[src/hw/rtl/mme_pkg.sv]
// ============================================================================
// mme_pkg: shared types and constants of the matrix multiply engine
// Command codes passed through the command queue, result status codes,
// configuration register indexes and the dimension clamp.
// ============================================================================
package mme_pkg;

    localparam int CFG_W       = 4;   // width of one dimension register
    localparam int CFG_IDX_W   = 4;   // width of the register index on the config port
    localparam int OUT_IDX_W   = 3;   // row_index / col_index width
    localparam int PROD_W      = 35;  // product_value width
    localparam int STATUS_W    = 2;
    localparam int OUT_TDATA_W = 48;  // row + col + product, padded to bytes

    localparam logic [CFG_IDX_W-1:0] REG_ROWS_A = 4'd0;
    localparam logic [CFG_IDX_W-1:0] REG_COLS_A = 4'd1;
    localparam logic [CFG_IDX_W-1:0] REG_ROWS_B = 4'd2;
    localparam logic [CFG_IDX_W-1:0] REG_COLS_B = 4'd3;

    localparam logic [STATUS_W-1:0] STAT_OK       = 2'd0;
    localparam logic [STATUS_W-1:0] STAT_MISMATCH = 2'd1;
    localparam logic [STATUS_W-1:0] STAT_ORDER    = 2'd2;

    typedef enum logic [2:0] {
        CMD_STORE_A,
        CMD_STORE_B,
        CMD_STORE_B_RUN,   // last element of B: store it, then compute C
        CMD_MISMATCH,
        CMD_ORDER
    } cmd_kind_t;

    localparam int CMD_KIND_W = $bits(cmd_kind_t);

    // Clamped matrix sizes, 1..MAX_DIM
    typedef struct packed {
        logic [CFG_W-1:0] ra;
        logic [CFG_W-1:0] ca;
        logic [CFG_W-1:0] rb;
        logic [CFG_W-1:0] cb;
    } dims_t;

    function automatic logic [CFG_W-1:0] clamp_dim(input logic [CFG_W-1:0] v,
                                                   input logic [CFG_W-1:0] max_dim);
        logic [CFG_W-1:0] r;
        if (v == '0)
            r = CFG_W'(1);
        else if (v > max_dim)
            r = max_dim;
        else
            r = v;
        return r;
    endfunction

endpackage

[src/hw/rtl/matrix_multiply_engine.sv]
// ============================================================================
// matrix_multiply_engine: integer matrix multiply C = A * B
// Flow: a load item passes the front combinationally, is registered in the queue
//   and is written to its store when the back end pops it; a status result is
//   registered into the output register when popped, once that register is free.
// Throughput: loads sustain one transfer per cycle while the queue has room (the
//   back end pops only when idle). After the last B element, ra * cb C elements
//   each take one store read per multiply-add plus the read and product stages.
// Reset: dimension registers to 8, loading restarts at A; stores stay
//   unwritten and need no clearing pass.
// ============================================================================
module matrix_multiply_engine #(
    parameter int MAX_DIM     = 8,    // largest matrix dimension, 2..8
    parameter int ELEM_WIDTH  = 16,   // element width, 8..32
    parameter int QUEUE_DEPTH = 4     // commands held between front and back
) (
    input  logic                                  clk,
    input  logic                                  rst_n,
    // configuration write channel
    input  logic                                  cfg_valid,
    output logic                                  cfg_ready,
    input  logic [mme_pkg::CFG_IDX_W-1:0]         cfg_index,
    input  logic [mme_pkg::CFG_W-1:0]             cfg_data,
    // input stream
    input  logic                                  s_axis_tvalid,
    output logic                                  s_axis_tready,
    input  logic [((ELEM_WIDTH+7)/8)*8-1:0]       s_axis_tdata,  // element
    input  logic [0:0]                            s_axis_tuser,  // func
    // result stream
    output logic                                  m_axis_tvalid,
    input  logic                                  m_axis_tready,
    output logic [mme_pkg::OUT_TDATA_W-1:0]       m_axis_tdata,  // row_index, col_index,
                                                                 // product_value, zero pad
    output logic [mme_pkg::STATUS_W-1:0]          m_axis_tuser,  // status
    output logic                                  m_axis_tlast
);

    import mme_pkg::*;

    localparam int ADDR_W = $clog2(MAX_DIM * MAX_DIM);
    localparam int Q_W    = CMD_KIND_W + ADDR_W + ELEM_WIDTH;
    localparam int PAD_W  = OUT_TDATA_W - 2 * OUT_IDX_W - PROD_W;

    // front -> queue
    logic                  f_cmd_valid;
    logic                  f_cmd_ready;
    cmd_kind_t             f_cmd_kind;
    logic [ADDR_W-1:0]     f_cmd_addr;
    logic [ELEM_WIDTH-1:0] f_cmd_elem;
    dims_t                 dims;

    // queue -> back
    logic                  b_cmd_valid;
    logic                  b_cmd_ready;
    logic [Q_W-1:0]        b_cmd_data;
    cmd_kind_t             b_cmd_kind;

    logic [OUT_IDX_W-1:0]  out_row;
    logic [OUT_IDX_W-1:0]  out_col;
    logic [PROD_W-1:0]     out_value;

    // Front: dimension registers, load position, classification of each item
    mme_front #(
        .MAX_DIM    (MAX_DIM),
        .ELEM_WIDTH (ELEM_WIDTH)
    ) u_front (
        .clk        (clk),
        .rst_n      (rst_n),
        .cfg_valid  (cfg_valid),
        .cfg_ready  (cfg_ready),
        .cfg_index  (cfg_index),
        .cfg_data   (cfg_data),
        .in_valid   (s_axis_tvalid),
        .in_ready   (s_axis_tready),
        .in_func    (s_axis_tuser[0]),
        .in_element (s_axis_tdata[ELEM_WIDTH-1:0]),
        .cmd_valid  (f_cmd_valid),
        .cmd_ready  (f_cmd_ready),
        .cmd_kind   (f_cmd_kind),
        .cmd_addr   (f_cmd_addr),
        .cmd_elem   (f_cmd_elem),
        .dims       (dims)
    );

    // Queue decouples item intake from the compute sequencer
    mme_queue #(
        .WIDTH (Q_W),
        .DEPTH (QUEUE_DEPTH)
    ) u_queue (
        .clk        (clk),
        .rst_n      (rst_n),
        .push_valid (f_cmd_valid),
        .push_ready (f_cmd_ready),
        .push_data  ({f_cmd_kind, f_cmd_addr, f_cmd_elem}),
        .pop_valid  (b_cmd_valid),
        .pop_ready  (b_cmd_ready),
        .pop_data   (b_cmd_data)
    );

    assign b_cmd_kind = cmd_kind_t'(b_cmd_data[Q_W-1 -: CMD_KIND_W]);

    // Back: stores, multiply-accumulate sequencer, output register
    mme_back #(
        .MAX_DIM    (MAX_DIM),
        .ELEM_WIDTH (ELEM_WIDTH)
    ) u_back (
        .clk        (clk),
        .rst_n      (rst_n),
        .dims       (dims),
        .cmd_valid  (b_cmd_valid),
        .cmd_ready  (b_cmd_ready),
        .cmd_kind   (b_cmd_kind),
        .cmd_addr   (b_cmd_data[ELEM_WIDTH +: ADDR_W]),
        .cmd_elem   (b_cmd_data[ELEM_WIDTH-1:0]),
        .out_valid  (m_axis_tvalid),
        .out_ready  (m_axis_tready),
        .out_row    (out_row),
        .out_col    (out_col),
        .out_value  (out_value),
        .out_status (m_axis_tuser),
        .out_last   (m_axis_tlast)
    );

    assign m_axis_tdata = {{PAD_W{1'b0}}, out_value, out_col, out_row};

endmodule

[src/hw/rtl/mme_ram.sv]
// ============================================================================
// mme_ram: generic single-write, single-read RAM
// One write port, one read port, read data registered.
// ============================================================================
module mme_ram #(
    parameter int WIDTH = 16,
    parameter int DEPTH = 64
) (
    input  logic                     clk,
    input  logic                     we,
    input  logic [$clog2(DEPTH)-1:0] waddr,
    input  logic [WIDTH-1:0]         wdata,
    input  logic                     re,
    input  logic [$clog2(DEPTH)-1:0] raddr,
    output logic [WIDTH-1:0]         rdata
);

    logic [WIDTH-1:0] mem_reg [DEPTH];
    logic [WIDTH-1:0] rdata_reg;

    always_ff @(posedge clk)
    begin
        if (we)
        begin
            mem_reg[waddr] <= wdata;
        end
        if (re)
        begin
            rdata_reg <= mem_reg[raddr];
        end
    end

    assign rdata = rdata_reg;

endmodule

[src/hw/rtl/mme_queue.sv]
// ============================================================================
// mme_queue: short command queue between front and back
// Register-based FIFO, valid/ready on both sides.
// ============================================================================
module mme_queue #(
    parameter int WIDTH = 8,
    parameter int DEPTH = 4
) (
    input  logic             clk,
    input  logic             rst_n,
    input  logic             push_valid,
    output logic             push_ready,
    input  logic [WIDTH-1:0] push_data,
    output logic             pop_valid,
    input  logic             pop_ready,
    output logic [WIDTH-1:0] pop_data
);

    localparam int PTR_W = (DEPTH > 1) ? $clog2(DEPTH) : 1;
    localparam int CNT_W = $clog2(DEPTH + 1);

    logic [WIDTH-1:0] data_reg [DEPTH];
    logic [PTR_W-1:0] wr_ptr_reg;
    logic [PTR_W-1:0] rd_ptr_reg;
    logic [CNT_W-1:0] count_reg;
    logic             do_push;
    logic             do_pop;

    assign push_ready = (count_reg != CNT_W'(DEPTH));
    assign pop_valid  = (count_reg != '0);
    assign pop_data   = data_reg[rd_ptr_reg];
    assign do_push    = push_valid && push_ready;
    assign do_pop     = pop_valid && pop_ready;

    always_ff @(posedge clk)
    begin
        if (do_push)
        begin
            data_reg[wr_ptr_reg] <= push_data;
        end
    end

    always_ff @(posedge clk or negedge rst_n)
    begin
        if (!rst_n)
        begin
            wr_ptr_reg <= '0;
            rd_ptr_reg <= '0;
            count_reg  <= '0;
        end
        else
        begin
            if (do_push)
            begin
                wr_ptr_reg <= (wr_ptr_reg == PTR_W'(DEPTH - 1)) ? '0 : wr_ptr_reg + PTR_W'(1);
            end
            if (do_pop)
            begin
                rd_ptr_reg <= (rd_ptr_reg == PTR_W'(DEPTH - 1)) ? '0 : rd_ptr_reg + PTR_W'(1);
            end
            if (do_push && !do_pop)
            begin
                count_reg <= count_reg + CNT_W'(1);
            end
            else if (do_pop && !do_push)
            begin
                count_reg <= count_reg - CNT_W'(1);
            end
        end
    end

endmodule

[src/hw/rtl/mme_front.sv]
// ============================================================================
// mme_front: configuration registers and input classification
// Holds the dimension registers and load position, turns each accepted
// input item into one command for the back end.
// ============================================================================
module mme_front #(
    parameter int MAX_DIM    = 8,
    parameter int ELEM_WIDTH = 16
) (
    input  logic                                     clk,
    input  logic                                     rst_n,
    // configuration writes
    input  logic                                     cfg_valid,
    output logic                                     cfg_ready,
    input  logic [mme_pkg::CFG_IDX_W-1:0]            cfg_index,
    input  logic [mme_pkg::CFG_W-1:0]                cfg_data,
    // input items
    input  logic                                     in_valid,
    output logic                                     in_ready,
    input  logic                                     in_func,
    input  logic [ELEM_WIDTH-1:0]                    in_element,
    // command out
    output logic                                     cmd_valid,
    input  logic                                     cmd_ready,
    output mme_pkg::cmd_kind_t                       cmd_kind,
    output logic [$clog2(MAX_DIM*MAX_DIM)-1:0]       cmd_addr,
    output logic [ELEM_WIDTH-1:0]                    cmd_elem,
    output mme_pkg::dims_t                           dims
);

    import mme_pkg::*;

    localparam int ADDR_W = $clog2(MAX_DIM * MAX_DIM);
    localparam int CNT_W  = $clog2(MAX_DIM * MAX_DIM + 1);

    logic [CFG_W-1:0] rows_a_reg;
    logic [CFG_W-1:0] cols_a_reg;
    logic [CFG_W-1:0] rows_b_reg;
    logic [CFG_W-1:0] cols_b_reg;
    logic [CNT_W-1:0] load_count_reg;
    logic             loading_b_reg;

    logic [CNT_W-1:0] count_inc;
    logic [CNT_W-1:0] size_a;
    logic [CNT_W-1:0] size_b;
    logic             accept;
    logic             cfg_hit;

    assign dims.ra = clamp_dim(rows_a_reg, CFG_W'(MAX_DIM));
    assign dims.ca = clamp_dim(cols_a_reg, CFG_W'(MAX_DIM));
    assign dims.rb = clamp_dim(rows_b_reg, CFG_W'(MAX_DIM));
    assign dims.cb = clamp_dim(cols_b_reg, CFG_W'(MAX_DIM));

    assign size_a    = CNT_W'(dims.ra) * CNT_W'(dims.ca);
    assign size_b    = CNT_W'(dims.rb) * CNT_W'(dims.cb);
    assign count_inc = load_count_reg + CNT_W'(1);

    assign cfg_ready = 1'b1;
    assign cfg_hit   = cfg_valid && (cfg_index == REG_ROWS_A || cfg_index == REG_COLS_A ||
                                     cfg_index == REG_ROWS_B || cfg_index == REG_COLS_B);

    assign in_ready  = cmd_ready;
    assign cmd_valid = in_valid;
    assign accept    = in_valid && cmd_ready;
    assign cmd_addr  = load_count_reg[ADDR_W-1:0];
    assign cmd_elem  = in_element;

    always_comb
    begin
        if (dims.ca != dims.rb)
            cmd_kind = CMD_MISMATCH;
        else if (in_func != loading_b_reg)
            cmd_kind = CMD_ORDER;
        else if (!loading_b_reg)
            cmd_kind = CMD_STORE_A;
        else if (count_inc == size_b)
            cmd_kind = CMD_STORE_B_RUN;
        else
            cmd_kind = CMD_STORE_B;
    end

    always_ff @(posedge clk or negedge rst_n)
    begin
        if (!rst_n)
        begin
            rows_a_reg     <= CFG_W'(8);
            cols_a_reg     <= CFG_W'(8);
            rows_b_reg     <= CFG_W'(8);
            cols_b_reg     <= CFG_W'(8);
            load_count_reg <= '0;
            loading_b_reg  <= 1'b0;
        end
        else if (cfg_hit)
        begin
            case (cfg_index)
                REG_ROWS_A: rows_a_reg <= cfg_data;
                REG_COLS_A: cols_a_reg <= cfg_data;
                REG_ROWS_B: rows_b_reg <= cfg_data;
                REG_COLS_B: cols_b_reg <= cfg_data;
                default:    ;
            endcase
            load_count_reg <= '0;
            loading_b_reg  <= 1'b0;
        end
        else if (accept)
        begin
            case (cmd_kind)
                CMD_STORE_A:
                begin
                    if (count_inc == size_a)
                    begin
                        load_count_reg <= '0;
                        loading_b_reg  <= 1'b1;
                    end
                    else
                    begin
                        load_count_reg <= count_inc;
                    end
                end
                CMD_STORE_B:
                begin
                    load_count_reg <= count_inc;
                end
                CMD_STORE_B_RUN:
                begin
                    load_count_reg <= '0;
                    loading_b_reg  <= 1'b0;
                end
                default: ;
            endcase
        end
    end

endmodule

[src/hw/rtl/mme_back.sv]
// ============================================================================
// mme_back: element stores and dot-product sequencer
// Executes queued commands: writes the A/B stores, emits status results and
// walks all dot products through one multiply-accumulate pipe.
// ============================================================================
module mme_back #(
    parameter int MAX_DIM    = 8,
    parameter int ELEM_WIDTH = 16
) (
    input  logic                                 clk,
    input  logic                                 rst_n,
    input  mme_pkg::dims_t                       dims,
    // command in
    input  logic                                 cmd_valid,
    output logic                                 cmd_ready,
    input  mme_pkg::cmd_kind_t                   cmd_kind,
    input  logic [$clog2(MAX_DIM*MAX_DIM)-1:0]   cmd_addr,
    input  logic [ELEM_WIDTH-1:0]                cmd_elem,
    // result out
    output logic                                 out_valid,
    input  logic                                 out_ready,
    output logic [mme_pkg::OUT_IDX_W-1:0]        out_row,
    output logic [mme_pkg::OUT_IDX_W-1:0]        out_col,
    output logic [mme_pkg::PROD_W-1:0]           out_value,
    output logic [mme_pkg::STATUS_W-1:0]         out_status,
    output logic                                 out_last
);

    import mme_pkg::*;

    localparam int DEPTH  = MAX_DIM * MAX_DIM;
    localparam int ADDR_W = $clog2(DEPTH);
    localparam int IDX_W  = $clog2(MAX_DIM);
    localparam int MUL_W  = 2 * ELEM_WIDTH;
    localparam int EXT_W  = (MUL_W > PROD_W) ? MUL_W : PROD_W;

    typedef enum logic [1:0] {
        S_IDLE,
        S_MAC,
        S_DRAIN
    } state_t;

    state_t            state_reg;
    logic [IDX_W-1:0]  i_reg;
    logic [IDX_W-1:0]  j_reg;
    logic [IDX_W-1:0]  k_reg;
    logic [ADDR_W-1:0] row_base_reg;
    logic [ADDR_W-1:0] a_addr_reg;
    logic [ADDR_W-1:0] b_addr_reg;

    logic                  out_valid_reg;
    logic [OUT_IDX_W-1:0]  out_row_reg;
    logic [OUT_IDX_W-1:0]  out_col_reg;
    logic [PROD_W-1:0]     out_value_reg;
    logic [STATUS_W-1:0]   out_status_reg;
    logic                  out_last_reg;

    logic                     rd_v_reg;
    logic                     mul_v_reg;
    logic signed [MUL_W-1:0]  mul_reg;
    logic signed [EXT_W-1:0]  mul_ext;
    logic [PROD_W-1:0]        acc_reg;

    logic [ELEM_WIDTH-1:0] a_rdata;
    logic [ELEM_WIDTH-1:0] b_rdata;
    logic                  out_free;
    logic                  is_status;
    logic                  pop;
    logic                  we_a;
    logic                  we_b;
    logic                  rd_en;
    logic                  last_i;
    logic                  last_j;
    logic                  last_k;
    logic                  emit;

    assign out_free  = !out_valid_reg || out_ready;
    assign is_status = cmd_kind inside {CMD_MISMATCH, CMD_ORDER};
    assign cmd_ready = (state_reg == S_IDLE) && (!is_status || out_free);
    assign pop       = cmd_valid && cmd_ready;
    assign we_a      = pop && (cmd_kind == CMD_STORE_A);
    assign we_b      = pop && (cmd_kind == CMD_STORE_B || cmd_kind == CMD_STORE_B_RUN);
    assign rd_en     = (state_reg == S_MAC);

    assign last_i = (CFG_W'(i_reg) == dims.ra - CFG_W'(1));
    assign last_j = (CFG_W'(j_reg) == dims.cb - CFG_W'(1));
    assign last_k = (CFG_W'(k_reg) == dims.ca - CFG_W'(1));
    assign emit   = (state_reg == S_DRAIN) && !rd_v_reg && !mul_v_reg && out_free;

    mme_ram #(
        .WIDTH (ELEM_WIDTH),
        .DEPTH (DEPTH)
    ) u_store_a (
        .clk   (clk),
        .we    (we_a),
        .waddr (cmd_addr),
        .wdata (cmd_elem),
        .re    (rd_en),
        .raddr (a_addr_reg),
        .rdata (a_rdata)
    );

    mme_ram #(
        .WIDTH (ELEM_WIDTH),
        .DEPTH (DEPTH)
    ) u_store_b (
        .clk   (clk),
        .we    (we_b),
        .waddr (cmd_addr),
        .wdata (cmd_elem),
        .re    (rd_en),
        .raddr (b_addr_reg),
        .rdata (b_rdata)
    );

    // multiply-accumulate pipe: read -> product register -> accumulator
    assign mul_ext = EXT_W'(mul_reg);

    always_ff @(posedge clk)
    begin
        mul_reg <= MUL_W'($signed(a_rdata)) * MUL_W'($signed(b_rdata));
    end

    always_ff @(posedge clk or negedge rst_n)
    begin
        if (!rst_n)
        begin
            rd_v_reg  <= 1'b0;
            mul_v_reg <= 1'b0;
            acc_reg   <= '0;
        end
        else
        begin
            rd_v_reg  <= rd_en;
            mul_v_reg <= rd_v_reg;
            if (state_reg == S_IDLE || emit)
                acc_reg <= '0;
            else if (mul_v_reg)
                acc_reg <= acc_reg + mul_ext[PROD_W-1:0];
        end
    end

    always_ff @(posedge clk or negedge rst_n)
    begin
        if (!rst_n)
        begin
            state_reg      <= S_IDLE;
            i_reg          <= '0;
            j_reg          <= '0;
            k_reg          <= '0;
            row_base_reg   <= '0;
            a_addr_reg     <= '0;
            b_addr_reg     <= '0;
            out_valid_reg  <= 1'b0;
            out_row_reg    <= '0;
            out_col_reg    <= '0;
            out_value_reg  <= '0;
            out_status_reg <= STAT_OK;
            out_last_reg   <= 1'b0;
        end
        else
        begin
            if (out_valid_reg && out_ready)
            begin
                out_valid_reg <= 1'b0;
            end
            case (state_reg)
                S_IDLE:
                begin
                    if (pop)
                    begin
                        case (cmd_kind)
                            CMD_STORE_B_RUN:
                            begin
                                i_reg        <= '0;
                                j_reg        <= '0;
                                k_reg        <= '0;
                                row_base_reg <= '0;
                                a_addr_reg   <= '0;
                                b_addr_reg   <= '0;
                                state_reg    <= S_MAC;
                            end
                            CMD_MISMATCH, CMD_ORDER:
                            begin
                                out_valid_reg  <= 1'b1;
                                out_row_reg    <= '0;
                                out_col_reg    <= '0;
                                out_value_reg  <= '0;
                                out_status_reg <= (cmd_kind == CMD_MISMATCH) ?
                                                  STAT_MISMATCH : STAT_ORDER;
                                out_last_reg   <= 1'b0;
                            end
                            default: ;
                        endcase
                    end
                end
                S_MAC:
                begin
                    a_addr_reg <= a_addr_reg + ADDR_W'(1);
                    b_addr_reg <= b_addr_reg + ADDR_W'(dims.cb);
                    k_reg      <= k_reg + IDX_W'(1);
                    if (last_k)
                    begin
                        state_reg <= S_DRAIN;
                    end
                end
                S_DRAIN:
                begin
                    if (emit)
                    begin
                        out_valid_reg  <= 1'b1;
                        out_row_reg    <= OUT_IDX_W'(i_reg);
                        out_col_reg    <= OUT_IDX_W'(j_reg);
                        out_value_reg  <= acc_reg;
                        out_status_reg <= STAT_OK;
                        out_last_reg   <= last_i && last_j;
                        k_reg          <= '0;
                        if (last_j)
                        begin
                            j_reg      <= '0;
                            b_addr_reg <= '0;
                            if (last_i)
                            begin
                                state_reg <= S_IDLE;
                            end
                            else
                            begin
                                i_reg        <= i_reg + IDX_W'(1);
                                row_base_reg <= row_base_reg + ADDR_W'(dims.ca);
                                a_addr_reg   <= row_base_reg + ADDR_W'(dims.ca);
                                state_reg    <= S_MAC;
                            end
                        end
                        else
                        begin
                            j_reg      <= j_reg + IDX_W'(1);
                            a_addr_reg <= row_base_reg;
                            b_addr_reg <= ADDR_W'(j_reg) + ADDR_W'(1);
                            state_reg  <= S_MAC;
                        end
                    end
                end
                default:
                begin
                    state_reg <= S_IDLE;
                end
            endcase
        end
    end

    assign out_valid  = out_valid_reg;
    assign out_row    = out_row_reg;
    assign out_col    = out_col_reg;
    assign out_value  = out_value_reg;
    assign out_status = out_status_reg;
    assign out_last   = out_last_reg;

endmodule
[config.mk]
export PLATFORM = sky130hd
export DESIGN_NAME = matrix_multiply_engine
export DESIGN_NICKNAME = d
export VERILOG_FILES = /design/src/hw/rtl/mme_pkg.sv /design/src/hw/rtl/matrix_multiply_engine.sv /design/src/hw/rtl/mme_ram.sv /design/src/hw/rtl/mme_queue.sv /design/src/hw/rtl/mme_front.sv /design/src/hw/rtl/mme_back.sv
export SDC_FILE = /design/constraint.sdc
export NUM_CORES = 2
export LEC_CHECK = 0
export BUFFER_PORTS_ARGS = -buffer_cell sky130_fd_sc_hd__buf_2
export CAP_MARGIN = 20
export CELL_PAD_IN_SITES_DETAIL_PLACEMENT = 1
export CELL_PAD_IN_SITES_GLOBAL_PLACEMENT = 1
export CORE_MARGIN = 2
export CORE_UTILIZATION = 35
export DETAILED_ROUTE_END_ITERATION = 12
export PLACE_DENSITY = 0.57
export SLEW_MARGIN = 20
export SYNTH_ARGS = -nofsm -noshare
export SYNTH_HDL_FRONTEND = slang
export SYNTH_SLANG_ARGS = --single-unit
[constraint.sdc]
create_clock -name clk -period 17.8 [get_ports clk]
set_input_delay 0.89 -clock clk [delete_from_list [all_inputs] [get_ports clk]]
set_output_delay 0.89 -clock clk [all_outputs]
set_load 0.02 [all_outputs]
### Yosys cells after proc, flatten, opt, wreduce, memory -nomap -nowiden

Memory sizes are Yosys's and may differ from the RTL's. A register that Yosys moved wholly into a read port is not among the register bits.
Cells that the tools add are included.

| word-level totals | value |
|---|---|
| input bits | 30 |
| word-level logic and storage cells | 224 |
| memories kept | 3 |
| bits in writable memories | 2148 |
| bits in registers | 174 |
| output and inout bits | 54 |

| operators by class | value |
|---|---|
| $lt $le $gt $ge | 4 |
| $add $sub $neg | 16 |
| eq/ne operators | 30 |
| multiplexer cells | 86 |
| reductions and logical operators | 56 |
| multiply operators | 3 |

Memory list:

| memory | depth | width | rd ports | clocked after Yosys merged registers in | wr ports | line | text |
|---|---|---|---|---|---|---|---|
| u_back.u_store_a.mem_reg | 64 | 16 | 1 | 1 | 1 | mme_ram.sv:18 | `logic [WIDTH-1:0] mem_reg [DEPTH];` |
| u_back.u_store_b.mem_reg | 64 | 16 | 1 | 1 | 1 | mme_ram.sv:18 |  |
| u_queue.data_reg | 4 | 25 | 1 | 0 | 1 | mme_queue.sv:22 | `logic [WIDTH-1:0] data_reg [DEPTH];` |

Operators with widths:

| operator | count |
|---|---|
| $mux 35 | 5 |
| $pmux 35 s2 | 1 |
| $mux 6 | 9 |
| $mux 3 | 17 |
| $pmux 6 s3 | 2 |
| $add 35x35->35 | 1 |
| $mul 16x16->32 | 1 |
| $mux 4 | 8 |
| $pmux 3 s2 | 4 |
| $mux 2 | 11 |
| $mux 7 | 3 |
| $pmux 7 s3 | 1 |
| $logic_not 4->1 | 5 |
| $mux 1 | 18 |
| $gt 4x4->1 const B | 4 |
| $reduce_and 4->1 | 4 |
| $eq 7x7->1 | 2 |
| $mul 4x4->7 | 2 |
| $logic_and 1x1->1 | 13 |
| $add 3x1->3 const B | 4 |
| $add 6x4->6 | 2 |
| $eq 3x4->1 | 3 |
| $pmux 6 s2 | 1 |
| $sub 4x1->4 const B | 3 |
| other kinds (34) | 71 |

### Longest topological paths before layout

| logic depth | value |
|---|---|
| word-level depth | 13 |
| depth in mapped cells | 22 |
| gate-level depth less buffers | 21 |

### Hierarchy

From an unflattened synthesis, not the netlist that was laid out.

| unflattened totals | value |
|---|---|
| cells, all modules | 6048 |
| area total of the unflattened synthesis | 104499.0 um^2 |

By module, submodules not included:

| module | area each (um^2) | instances | cells each |
|---|---|---|---|
| mme_ram at u_back.u_store_b | 40202.3 | 1 | 1829 |
| mme_ram at u_back.u_store_a | 40179.8 | 1 | 1828 |
| mme_back | 17470.5 | 1 | 1940 |
| mme_queue | 4043.9 | 1 | 167 |
| mme_front | 2546.2 | 1 | 276 |
| matrix_multiply_engine | 56.3 | 1 | 8 |

### Worst setup path before layout

OpenSTA, ideal clock, no wires.

| path | value |
|---|---|
| kind | register -> register |
| start | reg u_back.u_store_a.rdata_reg[10], in the netlist u_back.u_store_a.rdata[10] (read register of u_back.u_store_a.mem_reg) |
| end | reg u_back.mul_reg[24] |
| arrival | 5821 ps |
| data required time | 17728 ps |
| library setup time | 72 ps |
| slack | 11907 ps |
| cell stages (with the launch flop) | 19 |
| path through | edfxtp_1 > clkbuf_1 > nand2_1 > fa_1 > fa_1 > fa_1 > fa_1 > inv_1 > fa_1 > fa_1 > ha_1 > a21o_1 > a21o_1 > a2111oi_0 > nor4_1 > o32ai_1 > o21bai_1 > a21oi_1 > xnor2_1 |

| on the way | value |
|---|---|
| longest elaborated chain between the ends | 1 |

Ends and longest elaborated chain:

| item | line | text |
|---|---|---|
| start, declared | mme_ram.sv:19 | `logic [WIDTH-1:0] rdata_reg;` |
| $mul 16x16->32 | mme_back.sv:121 | `mul_reg <= MUL_W'($signed(a_rdata)) * MUL_W'($signed(b_rdata));` |
| end signal, assigned | mme_back.sv:121 |  |
| end, declared | mme_back.sv:60 | `logic signed [MUL_W-1:0] mul_reg;` |

Every way passes these cells.
A chain may end at the register's enable or synchronous reset.

### Worst setup path in the final report

| path | value |
|---|---|
| start | reg u_back.u_store_a.rdata_reg[9], in the netlist u_back.u_store_a.rdata[9] (read register of u_back.u_store_a.mem_reg) |
| end | reg u_back.mul_reg[24] |

The elaborated chain is that of the path after synthesis.

==> results.tsv <==
metric	value	unit
status	finished, final reports clean	
worst_slew_pin_slew	1.11	ns
finalSetupTns	0	ns
path_class	reg -> reg	
layout_min_cycle_time	6.63	ns
multi_input_area	0.0307	mm^2
area_growth	13.6	%
clock_sinks	2354	
cts_max_level	4	
yosys.cell_types.count	75	
routed_via_density	5.23	
fmax	151	MHz
r2r-start	u_back.u_store_a.rdata[9]$_DFFE_PP_	
rsz0062_at_grt	no	
fp.dieH	545	um
setup.worst_path.end	u_back.mul_reg[24]$_DFF_P_	
synth_cells	5335	
grt_antenna_before_repair	14	
drtAntennaViolNets	0	
grt_pass1_vias	54600	
crit_arrival	7.43	ns
syn_area	0.102	mm^2
reg2reg_depth	17	
routed-via-count	50800	
grt_pass1_wl	391000	um
grt_max_degree	147	
critical_path.startpoint	u_back.u_store_a.rdata[9]$_DFFE_PP_	
clk-insertion-delay-late	0.91	ns
nFillCells	28000	
rrSetupSlack	11.17	ns
gr-usage-all-layers	0.180	
nets	6073	
finalMaxSlewViolations	0	
rows	198	
yosysSeqAreaShare	0.680	
r2r-end	u_back.mul_reg[24]$_DFF_P_	
wl_per_cell	27.4	um
drive_gt1_frac	0.242	
synth_warnings	0	
slew_headroom	0.254	
holdPathStages	1	
clock_path_buffers	4	
maxCapViolCount	0	
skew	0.0824	ns
setup_viol	0	
postSynthAreaPerCell	19.2	um^2
regArea	0.0697	mm^2
gp_congestion	0.790	
cts_buffers	249	
startpoint_type	flip-flop	
numPortBuffers	75	
synthFlopType	edfxtp_1	
post-cts-setup-buffers	0	
coreArea	0.291	mm^2
crit_required	18.60	ns
cts-root-buf	clkbuf_16	
synth_edf_count	2180	
finalHoldViolCount	0	
critPathMaxFanout	16	
path_clk_slew	0.06	ns
first_pass_iters	7	
synth-seq-cells	2354	
async_flop_share	0.0603	
dp_hpwl	165000	um
die_area	0.297	mm^2
min_path_type	in -> reg	
io_pins	84	
fp.dieW	545	um
grt_overflow_total	0	
drc	0	
finalCritPeriodShare	0.373	
end_kind	flip-flop	
start_util	0.352	
drt_wl_total	266000	um
drt_iter0_drc	4400	
cts_tree	done	
-- placed cells by master (no fill, tap or decap), types with 23 or more instances in the layout --
cell and count:
o21ai_0 83, nor2_2 34, clkinv_2 55, inv_1 347
xor2_1 39, edfxtp_1 2180, and2_1 134, mux4_2 681
a21oi_1 70, dfxtp_1 32, clkbuf_16 250, buf_2 74
nand2_1 239, ha_1 161, bufinv_16 23, nor2_1 177
xnor2_1 73, buf_4 181, dfrtp_1 129, a22o_1 49
clkbuf_1 47, clkinv_1 53, nand3_1 43, fa_1 274
a21o_1 38
-- worst min-delay path by stage --
stage | to | startpoint | slack, ns
finish | u_queue.data_reg[0][0]$_DFFE_PP_ | s_axis_tdata[0] | 0.20
global route | u_queue.data_reg[0][0]$_DFFE_PP_ | s_axis_tdata[0] | 0.15
CTS | u_queue.data_reg[0][0]$_DFFE_PP_ | s_axis_tdata[0] | 0.12
detailed placement | u_back.mul_v_reg$_DFF_PN0_ | u_back.rd_v_reg$_DFF_PN0_ | 0.38
global placement | u_back.mul_v_reg$_DFF_PN0_ | u_back.rd_v_reg$_DFF_PN0_ | 0.38
floorplan | u_back.mul_v_reg$_DFF_PN0_ | u_back.rd_v_reg$_DFF_PN0_ | 0.35
-- kinds of logic after synthesis --
kind of cell               after synthesis  synth area share
other                                    2         0.0000733
and+or+nand+nor                        756            0.0346
xor gates and xnor gates               114            0.0100
AOI/OAI and AO/OA                      358            0.0238
muxes                                  720             0.156
adders and majority gates              436            0.0733
buffers and inverters                  595            0.0224
DFF                                   2354             0.680
-- what timing repair did --
action                                 CTS  global route
setup endpoints to repair                0             0
gates resized for setup                  0             0
hold buffers                             1             0
endpoints found under the hold margin   21             0
-- routing by layer --
metal | share of wire | up-vias | track usage
li1 | - | 21400 | -
met1 | 0.46 | 27800 | 0.264
met2 | 0.47 | 1270 | 0.286
met3 | 0.056 | 305 | 0.0282
met4 | 0.018 | 0 | 0.0357
met5 | 0 | - | 0
-- synth_stat cells (49+ instances only) --
cell type / instances / area [um^2]
edfxtp_1: 2180 / 65500
a21oi_1: 70 / 350
xnor2_1: 73 / 639
nand2_1: 239 / 897
fa_1: 274 / 5490
inv_1: 347 / 1300
a22o_1: 49 / 429
o21ai_0: 83 / 415
and2_1: 134 / 838
ha_1: 162 / 2030
nor2_1: 214 / 803
clkbuf_1: 170 / 638
mux4_2: 697 / 15700
dfrtp_1: 138 / 3450
buf_1: 56 / 210
-- final cells by class --
cell class | instances | share of cell area
Timing Repair Buffer | 262 | 0.0159
Clock buffer | 301 | 0.0558
Clock inverter | 155 | 0.0124
Sequential cell | 2354 | 0.599
Inverter | 348 | 0.0112
Tap cell | 3900 | 0.0419
Multi-Input combinational cell | 2392 | 0.264
Antenna cell | 6 | 0.000129
-- worst max-delay path, stage by stage, from the launching register on --
cell and delay, ns:
edfxtp_1 0.80, nand2_1 0.17, fa_1 0.54, fa_1 0.47, fa_1 0.54, fa_1 0.55, inv_1 0.05, fa_1 0.49
fa_1 0.42, ha_1 0.39, a21o_1 0.21, a21o_1 0.17, a2111oi_0 0.69, nor4_1 0.20, o32ai_1 0.44, o21bai_1 0.11
a21oi_1 0.18, xnor2_1 0.13
-- stage by stage --
stage | util | instance area [um^2] | cells | setup WS [ns] | hold slack, ns
after global routing | 0.400 | 116000 | 9713 | 10.83 | 0.151
after global placement | 0.372 | 108000 | 9254 | 11.06 | 0.376
final | 0.400 | 116000 | 9718 | 11.17 | 0.199
after floorplan | - | 102000 | 5341 | 11.91 | 0.354
after detailed placement | 0.372 | 108000 | 9254 | 11.13 | 0.380
after CTS | 0.400 | 116000 | 9711 | 11.10 | 0.118
Power is left out: the tool's default activity adds up to more than one toggle a clock period on the data nets, which glitch-free logic cannot reach.
